$ cat config.mk
export PLATFORM = sky130hd
export DESIGN_NAME = event_queue_with_dedup_core
export DESIGN_NICKNAME = d
export VERILOG_FILES = /design/src/rtl/eqd_pkg.sv /design/src/rtl/eqd_ram.sv /design/src/rtl/eqd_ctrl.sv /design/src/rtl/event_queue_with_dedup_core.sv
export SDC_FILE = /design/constraint.sdc
export NUM_CORES = 1
export LEC_CHECK = 0
export ABC_CLOCK_PERIOD_IN_PS = 7400
export BUFFER_PORTS_ARGS = -buffer_cell sky130_fd_sc_hd__buf_4
export CAP_MARGIN = 20
export CORE_MARGIN = 5
export CORE_UTILIZATION = 55
export DETAILED_ROUTE_END_ITERATION = 6
export GPL_TIMING_DRIVEN = 1
export PLACE_DENSITY = 0.72
export SYNTH_ARGS = -nofsm -noshare
export SYNTH_HDL_FRONTEND = slang
export SYNTH_SLANG_ARGS = --single-unit
$ cat constraint.sdc
create_clock -name clk -period 7.4 [get_ports clk]
set_clock_uncertainty 0.2 [all_clocks]
set_input_delay 1.48 -clock clk [delete_from_list [all_inputs] [get_ports clk]]
set_output_delay 1.48 -clock clk [all_outputs]
set_load 0.02 [all_outputs]
$ cat src/rtl/eqd_pkg.sv
`timescale 1ns / 1ps

package eqd_pkg;

	// Fixed field widths
	localparam int ID_W      = 5;
	localparam int PARAM_W   = 32;
	localparam int MASK_W    = 32;
	localparam int COUNT_W   = 5;
	localparam int ACTION_W  = 3;
	localparam int CFG_IDX_W = 1;
	localparam int ENTRY_W   = ID_W + PARAM_W;

	// Ids at or above this count are never known and always single-instance
	localparam int NUM_IDS = 32;

	// Action codes
	localparam logic [ACTION_W-1:0] ACT_POST    = 3'd0;
	localparam logic [ACTION_W-1:0] ACT_URGENT  = 3'd1;
	localparam logic [ACTION_W-1:0] ACT_GET     = 3'd2;
	localparam logic [ACTION_W-1:0] ACT_CLR_ID  = 3'd3;
	localparam logic [ACTION_W-1:0] ACT_CLR_ALL = 3'd4;

	// Configuration register indexes
	localparam logic [CFG_IDX_W-1:0] REG_ID_KNOWN   = 1'b0;
	localparam logic [CFG_IDX_W-1:0] REG_MULTI_INST = 1'b1;

	typedef struct packed {
		logic [ACTION_W-1:0] action;
		logic [ID_W-1:0]     event_id;
		logic [PARAM_W-1:0]  event_param;
	} req_t;

	typedef struct packed {
		logic               accepted;
		logic [ID_W-1:0]    out_id;
		logic [PARAM_W-1:0] out_param;
		logic [COUNT_W-1:0] pending_count;
	} res_t;

endpackage

$ cat src/rtl/eqd_ram.sv
`timescale 1ns / 1ps

module eqd_ram #(
	parameter int DEPTH = 16,
	parameter int WIDTH = 37
) (
	input  logic                     clk,
	input  logic                     we,
	input  logic [$clog2(DEPTH)-1:0] waddr,
	input  logic [WIDTH-1:0]         wdata,
	input  logic                     re,
	input  logic [$clog2(DEPTH)-1:0] raddr,
	output logic [WIDTH-1:0]         rdata
);

	logic [WIDTH-1:0] mem [DEPTH];

	// One write port, one registered read port
	always_ff @(posedge clk) begin
		if (we) begin
			mem[waddr] <= wdata;
		end
		if (re) begin
			rdata <= mem[raddr];
		end
	end

endmodule

$ cat src/rtl/eqd_ctrl.sv
`timescale 1ns / 1ps

module eqd_ctrl #(
	parameter int QUEUE_DEPTH = 16
) (
	input  logic                        clk,
	input  logic                        arst_n,
	input  logic                        start,
	input  eqd_pkg::req_t               req,
	input  logic [eqd_pkg::MASK_W-1:0]  known_mask,
	input  logic [eqd_pkg::MASK_W-1:0]  multi_mask,
	output logic                        idle,
	output logic                        done,
	input  logic                        done_ack,
	output eqd_pkg::res_t               res
);
	import eqd_pkg::*;

	localparam int PTR_W = $clog2(QUEUE_DEPTH);
	localparam int CNT_W = $clog2(QUEUE_DEPTH + 1);
	localparam logic [PTR_W-1:0] PTR_LAST = PTR_W'(QUEUE_DEPTH - 1);
	localparam logic [CNT_W-1:0] CNT_FULL = CNT_W'(QUEUE_DEPTH);

	// Sequencer states
	localparam logic [2:0] ST_IDLE     = 3'd0;
	localparam logic [2:0] ST_DECODE   = 3'd1;
	localparam logic [2:0] ST_SCAN     = 3'd2;
	localparam logic [2:0] ST_SCAN_END = 3'd3;
	localparam logic [2:0] ST_WRITE    = 3'd4;
	localparam logic [2:0] ST_SKIP     = 3'd5;
	localparam logic [2:0] ST_GET_RD   = 3'd6;
	localparam logic [2:0] ST_DONE     = 3'd7;

	logic [2:0]             state_q;
	req_t                   req_q;
	logic [PTR_W-1:0]       head_q;
	logic [PTR_W-1:0]       tail_q;
	logic [CNT_W-1:0]       occ_q;
	logic [QUEUE_DEPTH-1:0] valid_q;
	logic [PTR_W-1:0]       scan_q;
	logic                   found_q;
	logic                   rd_pend_s1;
	logic [PTR_W-1:0]       idx_s1;
	logic                   acc_q;
	logic [ID_W-1:0]        rid_q;
	logic [PARAM_W-1:0]     rparam_q;

	logic                   known;
	logic                   multi;
	logic                   full;
	logic                   urgent;
	logic                   skip_now;
	logic                   match;
	logic [PTR_W-1:0]       head_dec;
	logic [PTR_W-1:0]       head_inc;
	logic [PTR_W-1:0]       tail_inc;
	logic                   ram_we;
	logic [PTR_W-1:0]       ram_waddr;
	logic [ENTRY_W-1:0]     ram_wdata;
	logic                   ram_re;
	logic [PTR_W-1:0]       ram_raddr;
	logic [ENTRY_W-1:0]     ram_rdata;
	logic [ID_W-1:0]        rd_id;
	logic [PARAM_W-1:0]     rd_param;

	// Id checks and ring pointer arithmetic
	always_comb begin
		known    = (int'(req_q.event_id) < NUM_IDS) && known_mask[req_q.event_id];
		multi    = (int'(req_q.event_id) < NUM_IDS) && multi_mask[req_q.event_id];
		full     = (occ_q == CNT_FULL);
		urgent   = (req_q.action == ACT_URGENT);
		head_dec = (head_q == '0) ? PTR_LAST : head_q - 1'b1;
		head_inc = (head_q == PTR_LAST) ? '0 : head_q + 1'b1;
		tail_inc = (tail_q == PTR_LAST) ? '0 : tail_q + 1'b1;
		skip_now = (occ_q != '0) && !valid_q[head_q];
	end

	// Slot memory access; each item finishes its writes before the next reads
	assign rd_id     = ram_rdata[ENTRY_W-1 -: ID_W];
	assign rd_param  = ram_rdata[PARAM_W-1:0];
	assign match     = rd_pend_s1 && valid_q[idx_s1] && (rd_id == req_q.event_id);
	assign ram_we    = (state_q == ST_WRITE);
	assign ram_waddr = urgent ? head_dec : tail_q;
	assign ram_wdata = {req_q.event_id, req_q.event_param};
	assign ram_re    = (state_q == ST_SCAN) ||
	                   ((state_q == ST_SKIP) && (occ_q != '0) && valid_q[head_q]);
	assign ram_raddr = (state_q == ST_SCAN) ? scan_q : head_q;

	eqd_ram #(
		.DEPTH (QUEUE_DEPTH),
		.WIDTH (ENTRY_W)
	) u_ram (
		.clk   (clk),
		.we    (ram_we),
		.waddr (ram_waddr),
		.wdata (ram_wdata),
		.re    (ram_re),
		.raddr (ram_raddr),
		.rdata (ram_rdata)
	);

	// Sequencer, pointers, count and valid bits
	always_ff @(posedge clk or negedge arst_n) begin
		if (!arst_n) begin
			state_q    <= ST_IDLE;
			head_q     <= '0;
			tail_q     <= '0;
			occ_q      <= '0;
			valid_q    <= '0;
			scan_q     <= '0;
			found_q    <= 1'b0;
			rd_pend_s1 <= 1'b0;
		end else begin
			rd_pend_s1 <= (state_q == ST_SCAN);

			// scan compare: dedup hit or clear-by-id invalidate
			if (match) begin
				found_q <= 1'b1;
				if (req_q.action == ACT_CLR_ID) begin
					valid_q[idx_s1] <= 1'b0;
				end
			end

			case (state_q)
				ST_IDLE: begin
					if (start) begin
						state_q <= ST_DECODE;
					end
				end
				ST_DECODE: begin
					scan_q  <= '0;
					found_q <= 1'b0;
					case (req_q.action)
						ACT_POST: begin
							if (full || !known) begin
								state_q <= ST_DONE;
							end else if (multi) begin
								state_q <= ST_WRITE;
							end else begin
								state_q <= ST_SCAN;
							end
						end
						ACT_URGENT: begin
							state_q <= full ? ST_DONE : ST_WRITE;
						end
						ACT_GET: begin
							state_q <= ST_SKIP;
						end
						ACT_CLR_ID: begin
							state_q <= ST_SCAN;
						end
						ACT_CLR_ALL: begin
							head_q  <= '0;
							tail_q  <= '0;
							occ_q   <= '0;
							valid_q <= '0;
							state_q <= ST_DONE;
						end
						default: begin
							state_q <= ST_DONE;
						end
					endcase
				end
				ST_SCAN: begin
					if (scan_q == PTR_LAST) begin
						state_q <= ST_SCAN_END;
					end else begin
						scan_q <= scan_q + 1'b1;
					end
				end
				ST_SCAN_END: begin
					// last compare lands this cycle
					if ((req_q.action == ACT_POST) && !(found_q || match)) begin
						state_q <= ST_WRITE;
					end else begin
						state_q <= ST_DONE;
					end
				end
				ST_WRITE: begin
					valid_q[ram_waddr] <= 1'b1;
					occ_q              <= occ_q + 1'b1;
					if (urgent) begin
						head_q <= head_dec;
					end else begin
						tail_q <= tail_inc;
					end
					state_q <= ST_DONE;
				end
				ST_SKIP: begin
					// drop one invalidated head slot per cycle
					if (skip_now) begin
						head_q <= head_inc;
						occ_q  <= occ_q - 1'b1;
					end else if (occ_q == '0) begin
						state_q <= ST_DONE;
					end else begin
						state_q <= ST_GET_RD;
					end
				end
				ST_GET_RD: begin
					valid_q[head_q] <= 1'b0;
					head_q          <= head_inc;
					occ_q           <= occ_q - 1'b1;
					state_q         <= ST_DONE;
				end
				ST_DONE: begin
					if (done_ack) begin
						state_q <= ST_IDLE;
					end
				end
				default: begin
					state_q <= ST_IDLE;
				end
			endcase
		end
	end

	// Request capture, scan index pipe and result fields
	always_ff @(posedge clk) begin
		if ((state_q == ST_IDLE) && start) begin
			req_q <= req;
		end
		idx_s1 <= scan_q;
		case (state_q)
			ST_DECODE: begin
				acc_q    <= 1'b0;
				rid_q    <= '0;
				rparam_q <= '0;
			end
			ST_WRITE: begin
				acc_q <= 1'b1;
			end
			ST_GET_RD: begin
				acc_q    <= 1'b1;
				rid_q    <= rd_id;
				rparam_q <= rd_param;
			end
			default: begin
			end
		endcase
	end

	assign idle = (state_q == ST_IDLE);
	assign done = (state_q == ST_DONE);

	always_comb begin
		res.accepted      = acc_q;
		res.out_id        = rid_q;
		res.out_param     = rparam_q;
		res.pending_count = COUNT_W'(occ_q);
	end

	a_occ_bound: assert property (@(posedge clk) disable iff (!arst_n)
		occ_q <= CNT_FULL)
		else $error("occupancy above queue depth");

	a_empty_no_valid: assert property (@(posedge clk) disable iff (!arst_n)
		(occ_q == '0) |-> (valid_q == '0))
		else $error("valid slot left in an empty queue");

	a_write_not_full: assert property (@(posedge clk) disable iff (!arst_n)
		(state_q == ST_WRITE) |-> !full)
		else $error("slot write into a full queue");

	a_get_reads_valid: assert property (@(posedge clk) disable iff (!arst_n)
		(state_q == ST_GET_RD) |-> (valid_q[head_q] && (occ_q != '0)))
		else $error("get pops an invalid head slot");

	a_skip_progress: assert property (@(posedge clk) disable iff (!arst_n)
		((state_q == ST_SKIP) && skip_now) |=> (occ_q == $past(occ_q) - 1'b1))
		else $error("head skip did not drop the count");

endmodule

$ cat src/rtl/event_queue_with_dedup_core.sv
`timescale 1ns / 1ps

// Channel   Handshake                   Payload
// -------   -------------------------   ---------------------------------------------
// event     evt_valid / evt_stall       action, event_id, event_param
// result    res_valid / res_stall       accepted, out_id, out_param, pending_count
// config    cfg_valid / cfg_ready       cfg_index, cfg_data
//
// One item at a time through a sequencer around a single-port-read slot RAM.
// Per item: a post refused as full or unknown, an urgent post refused as full, clear all
// and an unused code go from decode to done; an urgent post or a post of a multi-instance
// id that goes in writes one slot; other posts and clear by id scan every slot (one RAM
// read per slot); get drops invalidated head slots, then pops the head if any is left.
// Reset clears pointers, count, valid bits and both masks; slot RAM is not cleared.
// A stalled result sits in the output register while the next item is taken.

module event_queue_with_dedup_core #(
	parameter int QUEUE_DEPTH = 16
) (
	input  logic                          clk,
	input  logic                          arst_n,

	input  logic                          evt_valid,
	output logic                          evt_stall,
	input  logic [eqd_pkg::ACTION_W-1:0]  action,
	input  logic [eqd_pkg::ID_W-1:0]      event_id,
	input  logic [eqd_pkg::PARAM_W-1:0]   event_param,

	output logic                          res_valid,
	input  logic                          res_stall,
	output logic                          accepted,
	output logic [eqd_pkg::ID_W-1:0]      out_id,
	output logic [eqd_pkg::PARAM_W-1:0]   out_param,
	output logic [eqd_pkg::COUNT_W-1:0]   pending_count,

	input  logic                          cfg_valid,
	output logic                          cfg_ready,
	input  logic [eqd_pkg::CFG_IDX_W-1:0] cfg_index,
	input  logic [eqd_pkg::MASK_W-1:0]    cfg_data
);
	import eqd_pkg::*;

	logic              ctrl_idle;
	logic              ctrl_done;
	logic              res_ready;
	logic              evt_beat;
	req_t              req;
	res_t              ctrl_res;
	res_t              res_q;
	logic              res_valid_q;
	logic [MASK_W-1:0] known_mask_q;
	logic [MASK_W-1:0] multi_mask_q;

	// Config registers
	assign cfg_ready = 1'b1;

	always_ff @(posedge clk or negedge arst_n) begin
		if (!arst_n) begin
			known_mask_q <= '0;
			multi_mask_q <= '0;
		end else if (cfg_valid && cfg_ready) begin
			case (cfg_index)
				REG_ID_KNOWN:   known_mask_q <= cfg_data;
				REG_MULTI_INST: multi_mask_q <= cfg_data;
				default: begin
				end
			endcase
		end
	end

	// Event beat into the sequencer
	assign evt_stall = !ctrl_idle;
	assign evt_beat  = evt_valid && !evt_stall;

	always_comb begin
		req.action      = action;
		req.event_id    = event_id;
		req.event_param = event_param;
	end

	eqd_ctrl #(
		.QUEUE_DEPTH (QUEUE_DEPTH)
	) u_ctrl (
		.clk        (clk),
		.arst_n     (arst_n),
		.start      (evt_beat),
		.req        (req),
		.known_mask (known_mask_q),
		.multi_mask (multi_mask_q),
		.idle       (ctrl_idle),
		.done       (ctrl_done),
		.done_ack   (res_ready),
		.res        (ctrl_res)
	);

	// Output register
	assign res_ready = !res_valid_q || !res_stall;

	always_ff @(posedge clk or negedge arst_n) begin
		if (!arst_n) begin
			res_valid_q <= 1'b0;
		end else if (res_ready) begin
			res_valid_q <= ctrl_done;
		end
	end

	always_ff @(posedge clk) begin
		if (ctrl_done && res_ready) begin
			res_q <= ctrl_res;
		end
	end

	assign res_valid     = res_valid_q;
	assign accepted      = res_q.accepted;
	assign out_id        = res_q.out_id;
	assign out_param     = res_q.out_param;
	assign pending_count = res_q.pending_count;

endmodule
==> impl_metrics.py <==
metrics = {
    "timing": {
        "fmax_mhz": 209.2,
        "worst_pin_slew_ns": 0.9328,
        "min_period_over_period_pct": 64.58,
        "hold_violations": 0,
        "slew_headroom_pct": 37.82,
        "finalMaxSlewViolations": 0,
        "tns_ns": 0,
        "hold_slack_ns": 0.2137,
        "finalCriticalPeriod_ns": 4.779,
        "finalSetupViolations": 0,
        "rsz0062_at_grt": "false",
    },
    "detailed_routing": {
        "drt_pass1_iterations": 6,
        "route.detailed.drc": 0,
        "vias": 17188,
        "drtIter0Drc": 1930,
        "wl_per_cell_microns": 27.55,
        "wl_mm": 75.25,
        "viasPerCell": 6.294,
        "antenna_left": 0,
    },
    "placement": {
        "dpl.hpwl_mm": 38.26,
        "port_buffers": 122,
        "place.gp.congestion": 0.9073,
        "place_inst": 2574,
    },
    "die": {
        "row_count": 90,
        "die_area_sq_um": 65540,
        "dieWidth_microns": 256.0,
        "die_y_microns": 256.0,
        "start_util_pct": 55.35,
        "io_pins": 124,
        "core_area_sq_um": 60130,
    },
    "clock_network": {
        "cts_made_buffers": 86,
        "clk_pin_slew_ns": 0.06,
        "postCtsSetupBuffers": 0,
        "cts.repair.resized": 0,
        "clkLatencyLatePin_ns": 0.64,
        "clockBufferDepth": 3,
        "clock-root-buffer": "clkbuf_16",
        "h-tree-depth": 3,
        "cts_tree": "yes",
        "holdBufCountCts": 0,
        "clkSinkCount": 857,
    },
    "cells_and_area": {
        "layoutNonFillerInstCount": 2731,
        "n_fill_cell": 4095,
        "area_delta_synth_final_pct": 14.58,
        "drive_gt1_share_pct": 28.48,
        "n_antenna_cell": 0,
        "fin_nets": 1968,
        "multi_input_area_sq_um": 7786,
        "seqCellArea_sq_um": 25180,
    },
    "critical_path": {
        "path_class": "flop to flop",
        "cp_data_required_time_ns": 7.57,
        "startpoint_type": "flop",
        "worstSetupEndpointType": "flop",
        "r2r_cells": 9,
        "r2r_start": "u_ctrl.state_q[1]",
        "cp-startpoint": "u_ctrl.state_q[1]",
        "worstPathArrival_ns": 4.95,
        "path_max_fanout": 98,
    },
    "synthesis": {
        "synth-edff-count": 750,
        "synthArstFlopShare_pct": 12.02,
        "synth_cell_type_count": 64,
        "synth-main-ff-cell": "edfxtp_1",
        "synthesis.area_sq_um": 33290,
        "syn_nets": 1810,
        "syn_inst": 1722,
        "avgSynthCellArea_sq_um": 19.33,
        "yosysWarningCount": 0,
        "ys_ff_latch": 857,
        "yosysSeqAreaShare_pct": 75.65,
    },
    "run": {
        "timing.max_cap.violations": 0,
    },
    "hold_path": {
        "hold_path_depth": 0,
        "hp-class": "flop to flop",
        "holdCritStartpoint": "u_ctrl.rparam_q[12]",
    },
    "power_and_ir_drop": {
        "leakage_nw": 13.17,
        "ir_drop_mv": 0.3859,
        "powerDensity_nw_per_um2": 375.4,
    },
    "global_routing": {
        "antenna_found_initial": 0,
        "overflow": 0,
        "grt_pass1_wl_mm": 112.1,
        "grt_max_degree": 149,
        "grt_pass1_vias": 17346,
        "track_usage_pct": 22.70,
    },
    "run_status": {
        "status": "completed",
    },
}
placed cells by master, fill, tap and decap left out, drive strengths merged, types with 5 or more instances in the layout:
cell and instances:
a21oi 25, a22oi 79, a31oi 14, a41oi 5, and3 41, buf 166, bufinv 9, clkbuf 111
clkinv 29, dfrtp 103, edfxtp 750, ha 9, inv 22, mux2 65, mux2i 34, mux4 157
nand2 88, nand2b 7, nand3 19, nand4 7, nor2 46, nor2b 13, nor3b 6, nor4 16
o21ai 35, o22ai 16, o31ai 6, xor2 8
per-layer routing:
metal,GRT usage (%),up-vias,wire (microns)
li1,-,7337,-
met1,33.08,8921,30620
met2,36.46,822,37140
met3,3.916,108,5977
met4,6.042,0,1520
met5,0,-,0
synthesized netlist by cell type, drive strengths merged (17+ instances only):
cell type	n	share of area (%)
mux4	157	11
clkbuf	50	0.56
inv	17	0.19
a21oi	25	0.38
o21ai	35	0.53
a22oi	79	1.8
mux2i	34	1.0
edfxtp	750	68
nor2	46	0.52
buf	46	0.76
mux2	65	2.2
nand3	19	0.29
and3	41	0.77
nand2	88	0.99
dfrtp	103	7.7
area by class of cell:
cell class | count | area share, %
sequential | 857 | 66.02
multi-input combinational | 752 | 20.41
inverter | 17 | 0.1673
clock buffer | 111 | 6.135
clock inverter | 46 | 1.365
tap | 782 | 2.565
timing repair buffer | 166 | 3.333
power breakdown:
part	internal [mW]	total, mW	switching (mW)
combinational	1.56	3.67	2.11
clock	2.57	4.39	1.82
sequential	5.96	6.26	0.300
final timing paths:
| kind | slack [ns] | to |
|---|---|---|
| hold reg to reg | 0.21 | out_param[12] |
| setup reg to reg | 2.62 | u_ctrl.u_ram.rdata[8] |
| max in group asynchronous | 5.08 | u_ctrl.state_q[1] |
| setup / recovery | 2.62 | u_ctrl.u_ram.rdata[8] |
| min in group asynchronous | 0.59 | multi_mask_q[5] |
| hold / removal | 0.21 | out_param[12] |
through the flow:
step                      utilization, %  instance area (sq um)  worst slack, ns  power, mW
final                              63.43                  38140            2.621      14.32
after global routing               63.43                  38140            2.250      14.96
after CTS                          63.43                  38140            2.572      14.43
after detailed placement           58.67                  35280            2.626      10.02
after global placement             58.67                  35280            2.728      9.950
after floorplan                        -                  33290            2.983      8.920
kinds of logic after synthesis:
kind of cell,after synthesis,share of synthesized area [%]
AO/OA/AOI/OAI,208,4.240
multiplexers,256,13.84
XOR/XNOR,11,0.2895
other,1,0.01127
adder cells (fa/ha/maj),10,0.3985
flip-flops,857,75.65
AND/OR/NAND/NOR,266,4.052
buffers and inverters,113,1.519
flip-flops by register name, indices dropped and copies added (netlist names):
| register | cells |
|---|---|
| u_ctrl.rid_q | 5 |
| u_ctrl.acc_q | 1 |
| multi_mask_q | 32 |
| u_ctrl.tail_q | 4 |
| out_id | 5 |
| u_ctrl.state_q | 3 |
| u_ctrl.u_ram.rdata | 37 |
| u_ctrl.found_q | 1 |
| known_mask_q | 32 |
| u_ctrl.head_q | 4 |
| u_ctrl.req_q | 3 |
| u_ctrl.ram_wdata | 37 |
| pending_count | 5 |
| u_ctrl.occ_q | 5 |
| u_ctrl.idx_s1 | 4 |
| u_ctrl.valid_q | 16 |
| u_ctrl.rparam_q | 32 |
| res_valid | 1 |
| u_ctrl.u_ram.mem | 592 |
| u_ctrl.rd_pend_s1 | 1 |
| accepted | 1 |
| u_ctrl.scan_q | 4 |
| out_param | 32 |
worst max-delay path, stage by stage, from the launching register on:
cell and delay [ns]:
dfrtp_2 0.34, buf_4 0.65, nor3b_4 0.74, nor2_1 0.17, a21oi_4 0.14, buf_4 0.52, buf_12 0.65, mux4_2 0.63
a22oi_1 0.21, nand2_1 0.09
Power figures use the tool's default switching activity.
